$ cat config.mk
export PLATFORM = sky130hd
export DESIGN_NAME = hpdp_finish
export DESIGN_NICKNAME = d
export VERILOG_FILES = /design/src/hdl/hit_pair_delta_phi_window_core_defines.svh /design/src/hdl/hpdp_pkg.sv /design/src/hdl/hpdp_finish.sv
export SDC_FILE = /design/constraint.sdc
export NUM_CORES = 1
export LEC_CHECK = 0
export BUFFER_PORTS_ARGS = -buffer_cell sky130_fd_sc_hd__buf_2
export CORE_MARGIN = 2
export CORE_UTILIZATION = 54
export DETAILED_ROUTE_END_ITERATION = 8
export GPL_ROUTABILITY_DRIVEN = 0
export GPL_TIMING_DRIVEN = 0
export PLACE_DENSITY = 0.78
export SYNTH_ARGS = -nofsm -noshare
export SYNTH_HDL_FRONTEND = slang
export SYNTH_SLANG_ARGS = --single-unit
$ cat constraint.sdc
create_clock -name i_clk -period 4.2 [get_ports i_clk]
set_clock_uncertainty 0.1 [all_clocks]
set_input_delay 0.84 -clock i_clk [delete_from_list [all_inputs] [get_ports i_clk]]
set_output_delay 0.84 -clock i_clk [all_outputs]
set_load 0.02 [all_outputs]
$ cat src/hdl/hit_pair_delta_phi_window_core_defines.svh
// Assertion macros used by the top RTL file of the hit pair azimuth window block.
`ifndef HIT_PAIR_DELTA_PHI_WINDOW_CORE_DEFINES_SVH
`define HIT_PAIR_DELTA_PHI_WINDOW_CORE_DEFINES_SVH

// Same-cycle implication, disabled while reset is held.
`define HPDP_ASSERT_IMPLY(lbl, clk, rst_n, ante, cons) \
    lbl: assert property (@(posedge clk) disable iff (!rst_n) (ante) |-> (cons)) \
        else $error("hpdp: same-cycle check failed");

// Next-cycle implication, disabled while reset is held.
`define HPDP_ASSERT_NEXT(lbl, clk, rst_n, ante, cons) \
    lbl: assert property (@(posedge clk) disable iff (!rst_n) (ante) |=> (cons)) \
        else $error("hpdp: next-cycle check failed");

`endif

$ cat src/hdl/hpdp_pkg.sv
package hpdp_pkg;

    localparam int COORD_BITS      = 24;
    localparam int ANGLE_FRAC_BITS = 8;
    localparam int CORDIC_STAGES   = 20;

    localparam int HITS_BITS    = 8;
    localparam int ANGLE_BITS   = 16;
    localparam int R2_BITS      = 21;
    localparam int CFG_BITS     = 21;
    localparam int CFG_IDX_BITS = 2;
    localparam int TURN_BITS    = 32;

    // Internal CORDIC precision: coordinates are scaled up to PREC_BITS and
    // the datapath keeps headroom for the CORDIC gain.
    localparam int PREC_BITS   = 48;
    localparam int SCALE_SHIFT = PREC_BITS - COORD_BITS;
    localparam int CORDIC_W    = PREC_BITS + 4;
    localparam int CORDIC_EXT  = CORDIC_W - COORD_BITS - 1 - SCALE_SHIFT;

    // A coordinate at or above 2^SMALL_BITS squares past any threshold value.
    localparam int SMALL_BITS = (R2_BITS + 1) / 2;
    localparam int SQ_BITS    = 2 * SMALL_BITS + 1;

    // Turn to degree conversion: angle = (mag * DEG_SCALE + half) >> 32.
    localparam int DEG_SCALE = 360 * (1 << ANGLE_FRAC_BITS);
    localparam int DEG_BITS  = $clog2(DEG_SCALE + 1);
    localparam int PROD_W    = (TURN_BITS + DEG_BITS >= TURN_BITS + ANGLE_BITS) ?
                               TURN_BITS + DEG_BITS : TURN_BITS + ANGLE_BITS;
    localparam int ANG_W     = PROD_W - TURN_BITS;

    localparam logic [TURN_BITS-1:0] HALF_TURN = {1'b1, {(TURN_BITS-1){1'b0}}};

    localparam logic [ANGLE_BITS-1:0] ANGLE_MIN_RESET = ANGLE_BITS'(0);
    localparam logic [ANGLE_BITS-1:0] ANGLE_MAX_RESET = ANGLE_BITS'(46080);
    localparam logic [R2_BITS-1:0]    NEAR_R2_RESET   = R2_BITS'(105);

    typedef enum logic [CFG_IDX_BITS-1:0] {
        REG_ANGLE_MIN = 2'd0,
        REG_ANGLE_MAX = 2'd1,
        REG_NEAR_R2   = 2'd2
    } t_cfg_idx;

    typedef enum logic [1:0] {
        VERDICT_PASS    = 2'd0,
        VERDICT_REJECT  = 2'd1,
        VERDICT_BAD_LEN = 2'd2
    } t_verdict;

    typedef struct packed {
        logic bad;
        logic near;
    } t_side;

    // One hit after folding into the right half plane.
    typedef struct packed {
        logic signed [COORD_BITS:0] x;
        logic signed [COORD_BITS:0] y;
        logic                       half;
        logic                       zero;
    } t_hit;

    // atan(2^-i) in units of 2^-32 turn, truncated.
    function automatic logic [TURN_BITS-1:0] atan_turn(input int i);
        logic [TURN_BITS-1:0] v;
        unique case (i)
            0:       v = 32'h2000_0000;
            1:       v = 32'h12E4_051D;
            2:       v = 32'h09FB_385B;
            3:       v = 32'h0511_11D4;
            4:       v = 32'h028B_0D43;
            5:       v = 32'h0145_D7E1;
            6:       v = 32'h00A2_F61E;
            7:       v = 32'h0051_7C55;
            8:       v = 32'h0028_BE53;
            9:       v = 32'h0014_5F2E;
            10:      v = 32'h000A_2F98;
            11:      v = 32'h0005_17CC;
            12:      v = 32'h0002_8BE6;
            13:      v = 32'h0001_45F3;
            14:      v = 32'h0000_A2F9;
            15:      v = 32'h0000_517C;
            16:      v = 32'h0000_28BE;
            17:      v = 32'h0000_145F;
            18:      v = 32'h0000_0A2F;
            19:      v = 32'h0000_0517;
            20:      v = 32'h0000_028B;
            21:      v = 32'h0000_0145;
            22:      v = 32'h0000_00A2;
            23:      v = 32'h0000_0051;
            24:      v = 32'h0000_0028;
            25:      v = 32'h0000_0014;
            26:      v = 32'h0000_000A;
            27:      v = 32'h0000_0005;
            default: v = '0;
        endcase
        return v;
    endfunction

endpackage

$ cat src/hdl/hpdp_finish.sv
module hpdp_finish (
    input  logic                                i_clk,
    input  logic                                i_rst_n,
    input  logic                                i_valid,
    output logic                                o_ready,
    input  hpdp_pkg::t_side                     i_side,
    input  logic [hpdp_pkg::TURN_BITS-1:0]      i_z [2],
    input  logic [hpdp_pkg::ANGLE_BITS-1:0]     i_angle_min,
    input  logic [hpdp_pkg::ANGLE_BITS-1:0]     i_angle_max,
    output logic                                o_valid,
    input  logic                                i_stall,
    output logic [1:0]                          o_verdict,
    output logic [hpdp_pkg::ANGLE_BITS-1:0]     o_angle_diff
);
    import hpdp_pkg::*;

    logic                   r1_v;
    t_side                  r1_side;
    logic [TURN_BITS-1:0]   r1_mag;
    logic                   r2_v;
    t_side                  r2_side;
    logic [PROD_W-1:0]      r2_prod;
    logic                   r3_v;
    t_verdict               r_verdict;
    logic [ANGLE_BITS-1:0]  r_angle;

    logic [TURN_BITS-1:0]   n1_mag;
    logic [PROD_W-1:0]      n2_prod;
    t_verdict               n_verdict;
    logic [ANGLE_BITS-1:0]  n_angle;
    logic rdy1, rdy2, rdy3;

    // The difference wraps modulo one turn; half a turn keeps its magnitude.
    always_comb begin
        logic [TURN_BITS-1:0] d;
        d      = i_z[0] - i_z[1];
        n1_mag = d[TURN_BITS-1] ? -d : d;
    end

    assign n2_prod = PROD_W'(r1_mag) * PROD_W'(DEG_SCALE);

    always_comb begin
        logic [PROD_W-1:0] rounded;
        logic [ANG_W-1:0]  ang;
        rounded = r2_prod + PROD_W'(HALF_TURN);
        ang     = r2_side.near ? '0 : rounded[PROD_W-1:TURN_BITS];
        priority if (r2_side.bad) begin
            n_verdict = VERDICT_BAD_LEN;
            n_angle   = '0;
        end else if ((ang > ANG_W'(i_angle_max)) || (ang < ANG_W'(i_angle_min))) begin
            n_verdict = VERDICT_REJECT;
            n_angle   = ang[ANGLE_BITS-1:0];
        end else begin
            n_verdict = VERDICT_PASS;
            n_angle   = ang[ANGLE_BITS-1:0];
        end
    end

    assign rdy3    = !r3_v || !i_stall;
    assign rdy2    = !r2_v || rdy3;
    assign rdy1    = !r1_v || rdy2;
    assign o_ready = rdy1;

    always_ff @(posedge i_clk) begin
        if (!i_rst_n) begin
            r1_v <= 1'b0;
            r2_v <= 1'b0;
            r3_v <= 1'b0;
        end else begin
            if (rdy1) r1_v <= i_valid;
            if (rdy2) r2_v <= r1_v;
            if (rdy3) r3_v <= r2_v;
        end
    end

    always_ff @(posedge i_clk) begin
        if (rdy1) begin
            r1_side <= i_side;
            r1_mag  <= n1_mag;
        end
        if (rdy2) begin
            r2_side <= r1_side;
            r2_prod <= n2_prod;
        end
        if (rdy3) begin
            r_verdict <= n_verdict;
            r_angle   <= n_angle;
        end
    end

    assign o_valid      = r3_v;
    assign o_verdict    = r_verdict;
    assign o_angle_diff = r_angle;

endmodule

Yosys cells after proc, flatten, opt, wreduce, memory -nomap -nowiden

Cells that the tools add are included.

Bits in registers: 95
Logic and storage cells: 29
Output and inout bits: 20

Multiply operators: 1
Muxes and demuxes: 3
Reduce and logical (&&, ||, !) cells: 8
Add/sub/neg operators: 3
$lt $le $gt $ge: 2

Operators with widths:

| operator               | number |
|---|---|
| $add 49x32->49 const B | 1 |
| $mul 32x6->38 const B  | 1 |
| $neg 32->32            | 1 |
| $sub 32x32->32         | 1 |
| $mux 31                | 1 |
| $gt 17x16->1           | 1 |
| $lt 17x16->1           | 1 |
| $mux 17                | 1 |
| $logic_not 1->1        | 4 |
| $logic_or 1x1->1       | 4 |
| $mux 1                 | 1 |

Depth between registers and ports, before layout

Depth in word-level cells: 5
Depth in mapped cells: 18

Worst setup path after synthesis

No wires, ideal clock.

Kind: reg-to-reg
Start point: register r1_mag[3]
End point: register r2_prod[47], data pin
Cell stages (with the launch flop): 18
Data arrival time: 4.172 ns
Data required time: 3.841 ns
Slack: -0.331 ns
Setup time: 0.259 ns
Buffers on the path: 0
Cell sequence: edfxtp_1 ha_1 xor2_1 ha_1 ha_1 xor2_1 ha_1 a21o_1 a211o_1 a41oi_1 nor3_1 or2_1 o41a_1 o211ai_1 a311oi_1 a21oi_1 nor2b_1 o31a_1

Cells in the longest elaborated chain, start to end: 1

Ends and longest elaborated chain:

| element                | RTL line          | text |
|---|---|---|
| from (decl)            | hpdp_finish.sv:19 | `logic [TURN_BITS-1:0] r1_mag;` |
| from (signal assigned) | hpdp_finish.sv:79 | `r1_mag <= n1_mag;` |
| $mul 32x6->38          | hpdp_finish.sv:40 | `assign n2_prod = PROD_W'(r1_mag) * PROD_W'(DEG_SCALE);` |
| net n2_prod[47]        | hpdp_finish.sv:28 | `logic [PROD_W-1:0] n2_prod;` |
| to (signal assigned)   | hpdp_finish.sv:83 | `r2_prod <= n2_prod;` |
| to (decl)              | hpdp_finish.sv:22 | `logic [PROD_W-1:0] r2_prod;` |

The timed path passes the listed nets, and every way through them passes these cells.
A chain may end at the register's enable or synchronous reset.

Final worst setup path

Start point: register r1_mag[13]
End point: register r2_prod[47], data pin

Same word-level chain as after synthesis.

==> results.sh <==
export IMPL_die_area_mm2=0.0181
export IMPL_crit_chain="ha_4, inv_2, fa_1, fa_1, inv_1, ha_4, nand4_1, buf_4, o31ai_2, a21oi_2, a21oi_1, or2_1, o41a_1, o211ai_1, a311oi_2, a21oi_2, nor2b_1, o31a_1"
export IMPL_synth_seq_cells=75
export IMPL_clock_latency_ns=0.35
export IMPL_first_pass_iters=4
export IMPL_rsz0062_at_grt="true"
export IMPL_hold_violations=0
export IMPL_dp_cells=1311
export IMPL_worst_path_dominant_cell_family="compound AO/OA/AOI/OAI gates"
export IMPL_cts_tree="done"
export IMPL_htreeDepth=3
export IMPL_synthesis_area_mm2=0.00920
export IMPL_worst_slack_ns=-0.541
export IMPL_max_slew_margin_rel_pct=45.6
export IMPL_io_pins=122
export IMPL_cts_buffer_depth=2
export IMPL_grt_max_degree=36
export IMPL_cts_sinks=75
export IMPL_worst_slew_pin_slew_ns=0.814
export IMPL_cts_buffers=9
export IMPL_final_util_pct=66.3
export IMPL_initial_core_util_pct=55.3
export IMPL_synth_cells=970
export IMPL_final_antenna_net_count=0
export IMPL_cpPeakStageDelay_ns=0.53
export IMPL_drive_above_1_share_pct=22.5
export IMPL_fin_cells=1356
export IMPL_track_usage_pct=20.2
export IMPL_final_cell_mix="inv_1 (158), ha_1 (132), buf_2 (120)"
export IMPL_drv_slew=0
export IMPL_fin_crit_sh_pct=113
export IMPL_end_kind="flop"
export IMPL_status="complete, but fails checks"
export IMPL_dr_total_vias=7251
export IMPL_synth_ff_type="edfxtp_1"
export IMPL_num_antenna_cells=0
export IMPL_critPathLaunchType="flop"
export IMPL_place_hpwl_um=14700
export IMPL_fp_dieH_um=135
export IMPL_rows=47
export IMPL_fin_nets=1427
export IMPL_yosys_warnings=0
export IMPL_syn_avg_cell_area_um2=9.49
export IMPL_syn_to_final_growth_pct=19.9
export IMPL_r2r_setup_slack_ns=-0.54
export IMPL_min_path_type="flop to flop"
export IMPL_drt_iter0_markers=223
export IMPL_grt_ovfl_total=0
export IMPL_synth_edf_count=72
export IMPL_post_route_min_period_ns=4.74
export IMPL_finalSetupViolations=13
export IMPL_wl_per_cell_um=14.3
export IMPL_pre_cts_slack_ns=-0.537
export IMPL_yosys_cell_types_count=72
export IMPL_syn_num_nets=1266
export IMPL_ys_seq_area_share_pct=24.1
export IMPL_final_common_cell="inv_1"
export IMPL_viasPerCell=5.35
export IMPL_violations="negative setup slack"
export IMPL_die_x_um=135
export IMPL_wl_um=19400
export IMPL_tns_ns=-3.37
export IMPL_clk_pin_slew_ns=0.07
export IMPL_cts_root_buf="clkbuf_16"
export IMPL_cts_hold_buf=0
export IMPL_io_buffer_count=121
export IMPL_drc=0
export IMPL_synthArstFlopShare_pct=0
export IMPL_crit_slowest_cell="fa_1"
export IMPL_grt_pass1_wl_um=30100
export IMPL_crit_fanout=3
export IMPL_cp_data_arrival_time_ns=4.74
export IMPL_critPathKind="flop to flop"
export IMPL_required_ns=4.20
export IMPL_antenna_found_initial=0
export IMPL_fmax_mhz=211
export IMPL_grt_pass1_vias=6975
export IMPL_maxCapViolations=0
export IMPL_fillerInstances=1278
export IMPL_path_buf_inv=3
export IMPL_core_area_mm2=0.0166
[per-stage QoR]
step	cell area (um2)	hold WS, ns
floorplan	9300	0.300
global placement	10200	0.304
detailed placement	10200	0.307
CTS	10600	0.323
global route	11000	0.342
finish	11000	0.327
[synth_stat cells (18+ instances only)]
library cell	instances	area (um2)
xor2_1	48	420
nor2_1	54	203
ha_1	151	1890
o21ai_0	39	195
nand2_1	46	173
xnor2_1	57	499
inv_1	164	616
a21oi_1	53	265
a21o_1	34	255
nand3_1	18	90.1
fa_1	43	861
nor3_1	25	125
edfxtp_1	72	2160
[path summary, 6_finish.rpt]
| check | startpoint | endpoint | depth (start not counted) |
|---|---|---|---|
| hold / removal | r1_side[0]$_DFFE_PP_ | r2_side[0]$_DFFE_PP_ | 0 |
| setup reg to reg | r1_mag[13]$_DFFE_PP_ | r2_prod[47]$_DFFE_PP_ | 18 |
| hold reg to reg | r1_side[0]$_DFFE_PP_ | r2_side[0]$_DFFE_PP_ | 0 |
| setup / recovery | r1_mag[13]$_DFFE_PP_ | r2_prod[47]$_DFFE_PP_ | 18 |
[cell type report]
type	instances	area, um2	area share (%)
inverter	164	618	5.60
tap	220	275	2.49
clock inverter	7	70.1	0.635
buffer	10	52.6	0.476
multi-input combinational	721	6740	61.0
timing repair buffer	150	837	7.59
clock buffer	9	225	2.04
sequential	75	2220	20.1
[what timing repair did]
action,CTS,global route
pin swaps,9,29
cloned,0,1
resized for setup,11,51
buffers inserted,10,18
endpoints found under the setup margin,12,32
[cell families after synthesis]
group,after synthesis,share of synthesized area [%]
DFF,75,24.1
buffers and inverters,174,7.26
AOI/OAI and AO/OA,205,16.1
and+or+nand+nor,215,12.3
xor gates and xnor gates,107,10.3
adders and majority gates,194,29.9
[state kept, by name, summed over array words and instances (netlist names)]
register and flops:
o_angle_diff 16, o_valid 1, o_verdict 2, r1_mag 32, r1_side 2, r1_v 1
r2_prod 18, r2_side 2, r2_v 1
[per-layer routing]
metal | part of all wire, % | global-route usage (%)
met1 | 43 | 25.1
met2 | 51 | 36.8
met3 | 3.5 | 1.76
met4 | 2.1 | 6.67
met5 | 0 | 0
Power is not shown: default switching activity piles up to over one toggle a cycle in this logic, so the estimate is an artifact.
