==> src/hdl/hit_pair_delta_phi_window_core_defines.svh <==
// Assertion macros used by the top RTL file of the hit pair azimuth window block.
`ifndef HIT_PAIR_DELTA_PHI_WINDOW_CORE_DEFINES_SVH
`define HIT_PAIR_DELTA_PHI_WINDOW_CORE_DEFINES_SVH

// Same-cycle implication, disabled while reset is held.
`define HPDP_ASSERT_IMPLY(lbl, clk, rst_n, ante, cons) \
    lbl: assert property (@(posedge clk) disable iff (!rst_n) (ante) |-> (cons)) \
        else $error("hpdp: same-cycle check failed");

// Next-cycle implication, disabled while reset is held.
`define HPDP_ASSERT_NEXT(lbl, clk, rst_n, ante, cons) \
    lbl: assert property (@(posedge clk) disable iff (!rst_n) (ante) |=> (cons)) \
        else $error("hpdp: next-cycle check failed");

`endif

==> src/hdl/hpdp_pkg.sv <==
package hpdp_pkg;

    localparam int COORD_BITS      = 24;
    localparam int ANGLE_FRAC_BITS = 8;
    localparam int CORDIC_STAGES   = 20;

    localparam int HITS_BITS    = 8;
    localparam int ANGLE_BITS   = 16;
    localparam int R2_BITS      = 21;
    localparam int CFG_BITS     = 21;
    localparam int CFG_IDX_BITS = 2;
    localparam int TURN_BITS    = 32;

    // Internal CORDIC precision: coordinates are scaled up to PREC_BITS and
    // the datapath keeps headroom for the CORDIC gain.
    localparam int PREC_BITS   = 48;
    localparam int SCALE_SHIFT = PREC_BITS - COORD_BITS;
    localparam int CORDIC_W    = PREC_BITS + 4;
    localparam int CORDIC_EXT  = CORDIC_W - COORD_BITS - 1 - SCALE_SHIFT;

    // A coordinate at or above 2^SMALL_BITS squares past any threshold value.
    localparam int SMALL_BITS = (R2_BITS + 1) / 2;
    localparam int SQ_BITS    = 2 * SMALL_BITS + 1;

    // Turn to degree conversion: angle = (mag * DEG_SCALE + half) >> 32.
    localparam int DEG_SCALE = 360 * (1 << ANGLE_FRAC_BITS);
    localparam int DEG_BITS  = $clog2(DEG_SCALE + 1);
    localparam int PROD_W    = (TURN_BITS + DEG_BITS >= TURN_BITS + ANGLE_BITS) ?
                               TURN_BITS + DEG_BITS : TURN_BITS + ANGLE_BITS;
    localparam int ANG_W     = PROD_W - TURN_BITS;

    localparam logic [TURN_BITS-1:0] HALF_TURN = {1'b1, {(TURN_BITS-1){1'b0}}};

    localparam logic [ANGLE_BITS-1:0] ANGLE_MIN_RESET = ANGLE_BITS'(0);
    localparam logic [ANGLE_BITS-1:0] ANGLE_MAX_RESET = ANGLE_BITS'(46080);
    localparam logic [R2_BITS-1:0]    NEAR_R2_RESET   = R2_BITS'(105);

    typedef enum logic [CFG_IDX_BITS-1:0] {
        REG_ANGLE_MIN = 2'd0,
        REG_ANGLE_MAX = 2'd1,
        REG_NEAR_R2   = 2'd2
    } t_cfg_idx;

    typedef enum logic [1:0] {
        VERDICT_PASS    = 2'd0,
        VERDICT_REJECT  = 2'd1,
        VERDICT_BAD_LEN = 2'd2
    } t_verdict;

    typedef struct packed {
        logic bad;
        logic near;
    } t_side;

    // One hit after folding into the right half plane.
    typedef struct packed {
        logic signed [COORD_BITS:0] x;
        logic signed [COORD_BITS:0] y;
        logic                       half;
        logic                       zero;
    } t_hit;

    // atan(2^-i) in units of 2^-32 turn, truncated.
    function automatic logic [TURN_BITS-1:0] atan_turn(input int i);
        logic [TURN_BITS-1:0] v;
        unique case (i)
            0:       v = 32'h2000_0000;
            1:       v = 32'h12E4_051D;
            2:       v = 32'h09FB_385B;
            3:       v = 32'h0511_11D4;
            4:       v = 32'h028B_0D43;
            5:       v = 32'h0145_D7E1;
            6:       v = 32'h00A2_F61E;
            7:       v = 32'h0051_7C55;
            8:       v = 32'h0028_BE53;
            9:       v = 32'h0014_5F2E;
            10:      v = 32'h000A_2F98;
            11:      v = 32'h0005_17CC;
            12:      v = 32'h0002_8BE6;
            13:      v = 32'h0001_45F3;
            14:      v = 32'h0000_A2F9;
            15:      v = 32'h0000_517C;
            16:      v = 32'h0000_28BE;
            17:      v = 32'h0000_145F;
            18:      v = 32'h0000_0A2F;
            19:      v = 32'h0000_0517;
            20:      v = 32'h0000_028B;
            21:      v = 32'h0000_0145;
            22:      v = 32'h0000_00A2;
            23:      v = 32'h0000_0051;
            24:      v = 32'h0000_0028;
            25:      v = 32'h0000_0014;
            26:      v = 32'h0000_000A;
            27:      v = 32'h0000_0005;
            default: v = '0;
        endcase
        return v;
    endfunction

endpackage

==> src/hdl/hpdp_prep.sv <==
module hpdp_prep (
    input  logic                                     i_clk,
    input  logic                                     i_rst_n,
    input  logic                                     i_valid,
    output logic                                     o_ready,
    input  logic signed [hpdp_pkg::COORD_BITS-1:0]   i_parent_x,
    input  logic signed [hpdp_pkg::COORD_BITS-1:0]   i_parent_y,
    input  logic signed [hpdp_pkg::COORD_BITS-1:0]   i_child_x,
    input  logic signed [hpdp_pkg::COORD_BITS-1:0]   i_child_y,
    input  logic        [hpdp_pkg::HITS_BITS-1:0]    i_parent_hits,
    input  logic        [hpdp_pkg::HITS_BITS-1:0]    i_child_hits,
    input  logic        [hpdp_pkg::R2_BITS-1:0]      i_near_r2,
    output logic                                     o_valid,
    input  logic                                     i_ready,
    output hpdp_pkg::t_side                          o_side,
    output hpdp_pkg::t_hit                           o_hit [2]
);
    import hpdp_pkg::*;

    // Stage 1: hit count check, magnitudes, fold into right half plane.
    logic                      r1_v;
    t_side                     r1_side;
    t_hit                      r1_hit   [2];
    logic                      r1_small [2];
    logic [SMALL_BITS-1:0]     r1_lx    [2];
    logic [SMALL_BITS-1:0]     r1_ly    [2];
    // Stage 2: squares of the low magnitude bits.
    logic                      r2_v;
    t_side                     r2_side;
    t_hit                      r2_hit   [2];
    logic                      r2_small [2];
    logic [2*SMALL_BITS-1:0]   r2_sqx   [2];
    logic [2*SMALL_BITS-1:0]   r2_sqy   [2];
    // Stage 3: near-origin decision.
    logic                      r3_v;
    t_side                     r3_side;
    t_hit                      r3_hit   [2];

    t_side                     n1_side;
    t_hit                      n1_hit   [2];
    logic                      n1_small [2];
    logic [SMALL_BITS-1:0]     n1_lx    [2];
    logic [SMALL_BITS-1:0]     n1_ly    [2];
    logic [2*SMALL_BITS-1:0]   n2_sqx   [2];
    logic [2*SMALL_BITS-1:0]   n2_sqy   [2];
    t_side                     n3_side;

    logic signed [COORD_BITS-1:0] w_x [2];
    logic signed [COORD_BITS-1:0] w_y [2];
    logic rdy1, rdy2, rdy3;

    assign w_x[0] = i_parent_x;
    assign w_y[0] = i_parent_y;
    assign w_x[1] = i_child_x;
    assign w_y[1] = i_child_y;

    always_comb begin
        logic [COORD_BITS-1:0]   ax;
        logic [COORD_BITS-1:0]   ay;
        logic signed [COORD_BITS:0] xe;
        logic signed [COORD_BITS:0] ye;
        n1_side.bad  = (i_parent_hits != HITS_BITS'(1)) || (i_child_hits != HITS_BITS'(1));
        n1_side.near = 1'b0;
        for (int h = 0; h < 2; h++) begin
            ax = w_x[h][COORD_BITS-1] ? -w_x[h] : w_x[h];
            ay = w_y[h][COORD_BITS-1] ? -w_y[h] : w_y[h];
            n1_small[h] = (ax[COORD_BITS-1:SMALL_BITS] == '0) &&
                          (ay[COORD_BITS-1:SMALL_BITS] == '0);
            n1_lx[h] = ax[SMALL_BITS-1:0];
            n1_ly[h] = ay[SMALL_BITS-1:0];
            xe = {w_x[h][COORD_BITS-1], w_x[h]};
            ye = {w_y[h][COORD_BITS-1], w_y[h]};
            // A hit in the left half plane is turned by half a turn first.
            n1_hit[h].x    = w_x[h][COORD_BITS-1] ? -xe : xe;
            n1_hit[h].y    = w_x[h][COORD_BITS-1] ? -ye : ye;
            n1_hit[h].half = w_x[h][COORD_BITS-1];
            n1_hit[h].zero = (w_x[h] == '0) && (w_y[h] == '0);
        end
    end

    always_comb begin
        for (int h = 0; h < 2; h++) begin
            n2_sqx[h] = (2*SMALL_BITS)'(r1_lx[h]) * (2*SMALL_BITS)'(r1_lx[h]);
            n2_sqy[h] = (2*SMALL_BITS)'(r1_ly[h]) * (2*SMALL_BITS)'(r1_ly[h]);
        end
    end

    always_comb begin
        logic [SQ_BITS-1:0] sum;
        logic               near [2];
        for (int h = 0; h < 2; h++) begin
            sum     = SQ_BITS'(r2_sqx[h]) + SQ_BITS'(r2_sqy[h]);
            near[h] = r2_small[h] && (sum < SQ_BITS'(i_near_r2));
        end
        n3_side.bad  = r2_side.bad;
        n3_side.near = near[0] || near[1];
    end

    assign rdy3    = !r3_v || i_ready;
    assign rdy2    = !r2_v || rdy3;
    assign rdy1    = !r1_v || rdy2;
    assign o_ready = rdy1;

    always_ff @(posedge i_clk) begin
        if (!i_rst_n) begin
            r1_v <= 1'b0;
            r2_v <= 1'b0;
            r3_v <= 1'b0;
        end else begin
            if (rdy1) r1_v <= i_valid;
            if (rdy2) r2_v <= r1_v;
            if (rdy3) r3_v <= r2_v;
        end
    end

    always_ff @(posedge i_clk) begin
        if (rdy1) begin
            r1_side <= n1_side;
            for (int h = 0; h < 2; h++) begin
                r1_hit[h]   <= n1_hit[h];
                r1_small[h] <= n1_small[h];
                r1_lx[h]    <= n1_lx[h];
                r1_ly[h]    <= n1_ly[h];
            end
        end
        if (rdy2) begin
            r2_side <= r1_side;
            for (int h = 0; h < 2; h++) begin
                r2_hit[h]   <= r1_hit[h];
                r2_small[h] <= r1_small[h];
                r2_sqx[h]   <= n2_sqx[h];
                r2_sqy[h]   <= n2_sqy[h];
            end
        end
        if (rdy3) begin
            r3_side <= n3_side;
            for (int h = 0; h < 2; h++) begin
                r3_hit[h] <= r2_hit[h];
            end
        end
    end

    assign o_valid  = r3_v;
    assign o_side   = r3_side;
    assign o_hit[0] = r3_hit[0];
    assign o_hit[1] = r3_hit[1];

endmodule

==> config.mk <==
export PLATFORM = sky130hd
export DESIGN_NAME = hpdp_prep
export DESIGN_NICKNAME = d
export VERILOG_FILES = /design/src/hdl/hit_pair_delta_phi_window_core_defines.svh /design/src/hdl/hpdp_pkg.sv /design/src/hdl/hpdp_prep.sv
export SDC_FILE = /design/constraint.sdc
export NUM_CORES = 1
export LEC_CHECK = 0
export BUFFER_PORTS_ARGS = -buffer_cell sky130_fd_sc_hd__buf_2
export CORE_MARGIN = 2
export CORE_UTILIZATION = 67
export CTS_CLUSTER_SIZE = 24
export DETAILED_ROUTE_END_ITERATION = 10
export PLACE_DENSITY_LB_ADDON = 0.15
export SYNTH_ARGS = -nofsm -noshare
export SYNTH_HDL_FRONTEND = slang
export SYNTH_SLANG_ARGS = --single-unit
==> constraint.sdc <==
create_clock -name i_clk -period 14.51 [get_ports i_clk]
set_input_delay 2.1765 -clock i_clk [delete_from_list [all_inputs] [get_ports i_clk]]
set_output_delay 2.1765 -clock i_clk [all_outputs]
set_load 0.01 [all_outputs]
* Word-level counts from Yosys, hierarchy flattened
Memories as Yosys holds them, arrays and structs flattened.
Index checks and enable logic that the tools add are counted.
** Word-level totals
- Register bits after elaboration :: 7
- Input bits :: 137
- RAM bits :: 448
- Memories kept :: 9
- Output and inout port bits :: 108
** Memory list
- r1_hit :: words 2, width 52, read ports 2, clocked after memory_dff 0, wr ports 2, RTL line hpdp_prep.sv:23 : t_hit r1_hit [2];
- r2_hit :: words 2, width 52, read ports 2, clocked after memory_dff 0, wr ports 2, RTL line hpdp_prep.sv:30 : t_hit r2_hit [2];
- r3_hit :: words 2, width 52, read ports 2, clocked after memory_dff 0, wr ports 2, RTL line hpdp_prep.sv:37 : t_hit r3_hit [2];
- r2_sqx :: words 2, width 22, read ports 2, clocked after memory_dff 0, wr ports 2, RTL line hpdp_prep.sv:32 : logic [2*SMALL_BITS-1:0] r2_sqx [2];
- r2_sqy :: words 2, width 22, read ports 2, clocked after memory_dff 0, wr ports 2, RTL line hpdp_prep.sv:33 : logic [2*SMALL_BITS-1:0] r2_sqy [2];
- r1_lx :: words 2, width 11, read ports 2, clocked after memory_dff 0, wr ports 2, RTL line hpdp_prep.sv:25 : logic [SMALL_BITS-1:0] r1_lx [2];
- +3 memories
** Cells by class
- $lt $le $gt $ge :: 2
- Reduce and logical (&&, ||, !) cells :: 22
- Eq/ne operators :: 2
- Add/subtract/negate cells :: 10
- Multiply operators :: 4
- Multiplexer cells :: 14
** Operators by type and width (number)
- $mux W25 :: 4
- $neg A24 Y25 :: 4
- $logic_not A24 Y1 :: 4
- $mux W24 :: 4
- $neg A24 Y24 :: 4
- $mul A11 B11 Y22 :: 4
- $logic_not A13 Y1 :: 4
- $add A22 B22 Y23 :: 2
- $lt A23 B21 Y1 :: 2
- $ne A8 B1 Y1 const B :: 2
- $logic_and A1 B1 Y1 :: 6
- $mux W1 :: 6
- $logic_or A1 B1 Y1 :: 5
- $logic_not A1 Y1 :: 3

* Longest topological paths before layout
Gate-level depths: netlist (run 1).
- Depth after elaboration :: 6
- Gate-level depth with buffers :: 22
- Mapped depth without buffers :: 21

* Worst setup path after synthesis (run 1)
No wires, ideal clock.
- Path kind :: input port to output port
- Start point :: input i_ready
- End point :: output o_ready
- Data arrival time :: 5.350 ns
- Path slack :: 6.984 ns
- Stages on the path :: 2
- Cells stage by stage :: nor2b_1 > nand3_1
** Between the ends
- Cells in the longest elaborated chain, start to end :: 3
** Ends and longest elaborated chain
- start, declared :: RTL line hpdp_prep.sv:14 : input logic i_ready,
- $logic_or A1 B1 Y1 :: RTL line hpdp_prep.sv:99 : assign rdy3 = !r3_v || i_ready;
- $logic_or A1 B1 Y1 :: RTL line hpdp_prep.sv:100 : assign rdy2 = !r2_v || rdy3;
- $logic_or A1 B1 Y1 :: RTL line hpdp_prep.sv:101 : assign rdy1 = !r1_v || rdy2;
- end, declared :: RTL line hpdp_prep.sv:5 : output logic o_ready,
Every way passes these cells.

* Worst setup path in the final report (run 1)
Ends and elaborated chain as after synthesis.

==> results_dict.tcl, run 1 <==
set metrics [dict create \
    critPathCapture "o_ready" \
    fillers 3074 \
    synth_cell_types 65 \
    fp-row-count 79 \
    min_path_cells 0 \
    post-route-min-period_ps 6140 \
    worst_slew_pin_slew_ps 1022 \
    synth_edf_count 420 \
    overflow 0 \
    worstSetupStartpointType "input pin" \
    peakVddDrop_mv 0.2099 \
    skew_ps 24.99 \
    root_buffer "clkbuf_16" \
    ioPinCount 245 \
    finalCritPeriodShare_pct 42.32 \
    htreeDepth 2 \
    p_per_area_nw_per_um2 251.0 \
    power.total_mw 8.664 \
    r2r_start "r1_ly[0][13]$_DFFE_PP_" \
    ys_top_cells_by_area "edfxtp_1, fa_1, ha_1" \
    cts_buffer_depth 3 \
    grt_usage_pct 27.59 \
    cts_buffers 45 \
    required_ps 12330 \
    place_congestion 0.8893 \
    ant_nets 0 \
    dr.pass1.iters 7 \
    cp-startpoint "i_ready" \
    ys.flop_type "edfxtp_1" \
    synth_area_per_cell_um2 11.27 \
    regArea_um2 12670 \
    r2r.worst_path.cells 20 \
    yosysTopAreaCellShare_pct 40.35 \
    final_area_um2 34520 \
    dp_slack_ps 8345 \
    chipWidth_um 220 \
    arrival_ps 3960 \
    post_cts_buffers 0 \
    max_freq_ghz 0.1629 \
    hold_violations 0 \
    nets 3693 \
    clk_latency_ps 570 \
    synth_area_leader_cell "edfxtp_1" \
    grt_pass1_vias 21499 \
    worstReg2RegEnd "r2_sqy[0][42]$_DFFE_PP_" \
    maxCapViolCount 0 \
    leakage_nw 15.98 \
    async_flop_share_pct 0 \
    path_max_fanout 62 \
    post-route-drc-count 0 \
    final_cells 3643 \
    reg2reg_slack_ps 8680 \
    place_inst 3559 \
    setup_ws_ps 8370 \
    drt-initial-drc-count 1195 \
    cts_hold_buffers 0 \
    slew_viol_final 0 \
    initial_core_util_pct 67.58 \
    syn_area_um2 31260 \
    yosysMostFrequentCell "inv_1" \
    path_clk_slew_ps 60 \
    endpoint_kind "output port" \
    hold_path_class "flop to flop" \
    fp.coreArea_um2 46260 \
    multi_input_area_um2 16550 \
    grt_max_degree 85 \
    slew_headroom_pct 31.84 \
    cts_tree "done" \
    antenna_found_initial 1 \
    path_class "input pin to output port" \
    rsz0062_at_grt "no" \
    ctsResizeCount 0 \
    yosysWarnings 0 \
    placed_cell_area_um2 33030 \
    ys_ff_latch 423 \
    synthTopCellsByCount "inv_1, edfxtp_1, ha_1" \
    synth_seq_area_share_pct 40.54 \
    hpwl_um 49210 \
    dr_total_vias 20643 \
    drive_gt1_share_pct 11.14 \
    fp.dieArea_um2 48400 \
    postRouteWirelength_um 64460 \
    routed_via_density 5.666 \
    grt_pass1_wl_um 105500 \
    synth_cells 2774 \
    fin_setup_tns_ps 0 \
    synthToLayoutAreaGrowth_pct 10.44 \
    die_h_um 220 \
    io_buffers 244 \
    cts_num_sinks 423 \
    outcome "completed" \
    post_drt_wl_per_cell_um 17.70 \
    setup_violations 0 \
]
==> registers in the layout, indices dropped and copies added (netlist names) <==
signal and count:
o_side 2, r1_ly 20, r2_hit 102, r1_hit 104, n3_side 1, r1_v 1, r2_v 1, r3_hit 104
o_valid 1, r1_small 2, r2_sqx 40, r2_small 2, r2_sqy 42, r1_side 1
==> cells in the final DEF (no fill, tap or decap), types with 9 or more instances in the layout <==
| cell | synthesis | final |
|---|---|---|
| a21oi_1 | 69 | 69 |
| nand2b_1 | 17 | 17 |
| nand2_1 | 214 | 213 |
| fa_1 | 256 | 256 |
| clkbuf_16 | 0 | 45 |
| xnor2_1 | 197 | 197 |
| ha_1 | 301 | 301 |
| xor2_1 | 32 | 32 |
| nor2_1 | 121 | 121 |
| and2_1 | 121 | 121 |
| a21o_1 | 38 | 38 |
| clkbuf_1 | 70 | 16 |
| or4_1 | 14 | 14 |
| o21a_1 | 12 | 12 |
| o21ai_0 | 63 | 63 |
| edfxtp_1 | 420 | 420 |
| nor3_1 | 55 | 55 |
| a31oi_1 | 13 | 13 |
| nand3_1 | 28 | 27 |
| nor4_1 | 19 | 19 |
| o31ai_1 | 19 | 19 |
| and3_1 | 14 | 14 |
| or3_1 | 25 | 25 |
| o211ai_1 | 9 | 9 |
| nand4_1 | 15 | 15 |
| inv_1 | 477 | 476 |
| nor2b_1 | 36 | 36 |
| buf_2 | 1 | 244 |
==> layer usage <==
| layer | vias up | wire, µm | track usage (%) |
|---|---|---|---|
| met5 | - | 13 | 0 |
| met4 | 2 | 1612 | 8.121 |
| met3 | 115 | 4693 | 6.018 |
| met2 | 690 | 30930 | 45.65 |
| met1 | 10097 | 27220 | 36.87 |
| li1 | 9739 | - | - |
==> report_power, final <==
group / internal (mW) / leakage [nW] / switching (mW)
Combinational: 2.44 / 10.8 / 3.12
Sequential: 1.83 / 4.50 / 0.126
Clock: 0.680 / 0.717 / 0.470
Total: 4.95 / 16.0 / 3.71
==> logic make-up after synthesis <==
logic type                 Yosys count  share of synthesized area, %
and+or+nand+nor                    721                         11.78
adders and majority gates          557                         28.44
DFF                                423                         40.54
other                                1                       0.01200
xor gates and xnor gates           229                         6.416
muxes                               13                        0.4363
AOI/OAI and AO/OA                  282                         5.796
buffers and inverters              548                         6.584
==> critical path, stage by stage <==
cell,delay (ps)
buf_2,100
nor2b_1,500
nand3_4,770
buf_2,410
==> layout make-up <==
type                       instances  share of cell area [%]
timing repair buffer             248                   3.624
clock inverter                    20                  0.8082
tap                              607                   2.200
inverter                         477                   5.193
clock buffer                      63                   3.515
sequential                       423                   36.71
antenna                            1                0.007248
multi-input combinational       1804                   47.95
==> how the worst min path moves through the flow <==
stage / start / endpoint / slack [ps]
after detailed placement: r1_hit[0][25]$_DFFE_PP_ / r2_hit[0][25]$_DFFE_PP_ / 400
after global placement: r2_hit[0][46]$_DFFE_PP_ / r3_hit[0][46]$_DFFE_PP_ / 400
final: r2_hit[0][13]$_DFFE_PP_ / r3_hit[0][13]$_DFFE_PP_ / 420
after CTS: r2_hit[0][91]$_DFFE_PP_ / r3_hit[0][91]$_DFFE_PP_ / 420
after global routing: r2_hit[0][91]$_DFFE_PP_ / r3_hit[0][91]$_DFFE_PP_ / 420
after floorplan: r1_side[1]$_DFFE_PP_ / n3_side[1]$_DFFE_PP_ / 400
==> stage by stage <==
stage          hold slack (ps)  util, %
3_5_place_dp             404.5    71.40
2_1_floorplan            400.3        -
4_1_cts                  415.5    74.63
5_1_grt                  417.8    74.63
3_3_place_gp             400.4    71.40
6_report                 415.3    74.63
Power figures use the tool's default switching activity.
==> inputs of run 2 (changes only) <==
--- a/config.mk
+++ b/config.mk
@@ -7,7 +7,7 @@
 export LEC_CHECK = 0
 export BUFFER_PORTS_ARGS = -buffer_cell sky130_fd_sc_hd__buf_2
 export CORE_MARGIN = 2
-export CORE_UTILIZATION = 67
+export CORE_UTILIZATION = 56
 export CTS_CLUSTER_SIZE = 24
 export DETAILED_ROUTE_END_ITERATION = 10
 export PLACE_DENSITY_LB_ADDON = 0.15
==> constraint.sdc (replaced) <==
create_clock -name i_clk -period 5.2 [get_ports i_clk]
set_input_delay 0.78 -clock i_clk [delete_from_list [all_inputs] [get_ports i_clk]]
set_output_delay 0.78 -clock i_clk [all_outputs]
set_load 0.01 [all_outputs]
==> run 2 against run 1 <==
  * Register-to-register slack worse by 8600 ps
  * Sequential power rose to 2.7 times the previous value
  * Global-route usage decreased by 4.3 points
  * Clock power grew to 2.7 times the previous value
  * Hold slack worse by 0.87 ps
  * Die area up 19%
  * Final cell count grew 8.3%
  * Core utilization down 8.1 points
  * Sequential share of layout area fell by 2.1 points
  * First-iteration DRC count rose by 7.3%
  * Worst setup slack got worse by 8300 ps
==> results_dict.tcl, run 2 (synthesis results as in run 1) <==
set metrics [dict create \
    maxCapViolCount 0 \
    reg_top3 "r1_hit: 104 flops, r3_hit: 104 flops, r2_hit: 102 flops" \
    worstSetupStartpointType "flop" \
    path_clk_slew_ps 60 \
    clk_latency_ps 590 \
    fp.dieArea_um2 57730 \
    worst_slew_pin_slew_ps 961.0 \
    swShare_pct 41.98 \
    hpwl_um 51550 \
    post-route-min-period_ps 5117 \
    mostFrequentLayoutCells "inv_1, edfxtp_1, ha_1, fa_1, buf_2" \
    slew_headroom_pct 35.93 \
    antenna_found_initial 2 \
    fp-row-count 86 \
    arrival_ps 5420 \
    skew_ps 39.72 \
    postRouteWirelength_um 67140 \
    setup_violations 0 \
    hold_ws_ps 414.5 \
    grt_pass1_vias 21861 \
    drt-initial-drc-count 1282 \
    rsz0062_at_grt "yes" \
    place_inst 3792 \
    htreeDepth 2 \
    required_ps 5510 \
    drive_gt1_share_pct 20.10 \
    cpPeakStageDelay_ps 560 \
    netSwitchingPower_mw 11.43 \
    grt_max_degree 103 \
    chipWidth_um 240.3 \
    slew_viol_final 0 \
    endpoint_kind "flop" \
    pwr-share-clk_pct 11.4 \
    p_int_mw 15.80 \
    place_congestion 0.8819 \
    nets 3853 \
    routed_via_density 5.317 \
    cts_hold_buffers 0 \
    post-route-drc-count 0 \
    root_buffer "clkbuf_16" \
    p_per_area_nw_per_um2 743.1 \
    combPwrFrac_pct 68.8 \
    ant_nets 0 \
    power_frac_seq_pct 19.7 \
    overflow 0 \
    layout_commonest_cell "inv_1" \
    dr.pass1.iters 5 \
    outcome "completed" \
    die_h_um 240.3 \
    cts_num_sinks 423 \
    final_cells 3944 \
    post_drt_wl_per_cell_um 17.02 \
    path_max_fanout 5 \
    initial_core_util_pct 56.74 \
    io_buffers 244 \
    cts_buffer_depth 3 \
    cts_tree "done" \
    slowest_stage "edfxtp_1" \
    cp_cell_sequence "nand2_2, fa_1, fa_1, inv_1, fa_1, fa_1, inv_1, fa_1, inv_1, ha_2, or3_4, o211ai_1, nand3_2, a31o_4, a21oi_4, xnor2_1" \
    cp_common_cell "fa_1" \
    fp.coreArea_um2 55090 \
    max_freq_ghz 0.1954 \
    leakage_nw 16.79 \
    cts_buffers 45 \
    hold_violations 0 \
    path_class "flop to flop" \
    peakVddDrop_mv 0.6261 \
    hold_path_class "flop to flop" \
    grt_pass1_wl_um 107300 \
    ioPinCount 245 \
    synthToLayoutAreaGrowth_pct 17.20 \
    dr_total_vias 20972 \
    grt_usage_pct 23.33 \
    finalCritPeriodShare_pct 98.40 \
]
## run 2: changes by cell type in the layout (fill, tap and decap cells not counted), sizes merged
cell / delta
diode: +1
bufinv: -2
clkbuf: -5
clkinv: +4
clkinvlp: +2
buf: +160
## run 2: final cells by class
| class | instances | area [µm²] |
|---|---|---|
| multi-input cells | 1804 | 17230 |
| flip-flops and latches | 423 | 12670 |
| fillers | 4120 | 18460 |
| repair buffers | 408 | 2552 |
| well taps | 748 | 935.9 |
| clock buffers | 58 | 1175 |
| inverters | 477 | 1793 |
| clock inverters | 24 | 269.0 |
| diodes | 2 | 5.005 |
## run 2: worst max-delay path, delay by kind of cell, from the launching register on
family | cells | cell delay, ps
adders and majority gates | 6 | 2660
AOI/OAI and AO/OA | 3 | 720
and+or+nand+nor | 3 | 660
DFF | 1 | 560
buffers and inverters | 3 | 140
xor gates and xnor gates | 1 | 90
## run 2: per-stage QoR
stage	area [µm²]	power (mW)	setup slack [ps]	setup TNS (ps)	util, %
5_1_grt	36640	29.98	-94.55	-363.3	66.50
6_report	36640	27.23	82.99	0	66.50
3_3_place_gp	33950	21.21	-12.05	-12.05	61.62
2_1_floorplan	31320	17.56	10.94	0	-
3_5_place_dp	33950	21.69	-133.2	-357.0	61.62
4_1_cts	35610	25.14	1.088	0	64.64
## run 2: layer usage
metal	part of all wire [%]	GRT usage (%)	vias to the layer above
met5	0	0	-
met4	1.9	5.232	0
met3	6.2	5.201	91
met2	49	39.28	532
met1	43	31.01	10297
li1	-	-	10052
## run 2: power by group through the flow
stage / clock network (mW) / logic (mW) / registers (mW)
after global routing: 3.33 / 21.2 / 5.42
after detailed placement: 0 / 16.3 / 5.44
after floorplan: 0 / 12.2 / 5.35
after CTS: 3.20 / 16.6 / 5.37
after global placement: 0 / 15.8 / 5.43
final: 3.11 / 18.7 / 5.37
## run 2: final timing paths
| kind | startpoint | end | slack (ps) | cells after the start |
|---|---|---|---|---|
| setup / recovery | r1_hit[0][88]$_DFFE_PP_ | r2_sqx[0][43]$_DFFE_PP_ | 80 | 16 |
| hold / removal | r2_hit[0][102]$_DFFE_PP_ | r3_hit[0][102]$_DFFE_PP_ | 410 | 0 |
| setup reg to reg | r1_hit[0][88]$_DFFE_PP_ | r2_sqx[0][43]$_DFFE_PP_ | 80 | 16 |
| hold reg to reg | r2_hit[0][102]$_DFFE_PP_ | r3_hit[0][102]$_DFFE_PP_ | 410 | 0 |
## run 2: repair_timing
| action | CTS | global route |
|---|---|---|
| pin swaps | 11 | 132 |
| endpoints found under the setup margin | 8 | 23 |
| setup buffers | 18 | 50 |
| resized for setup | 22 | 162 |
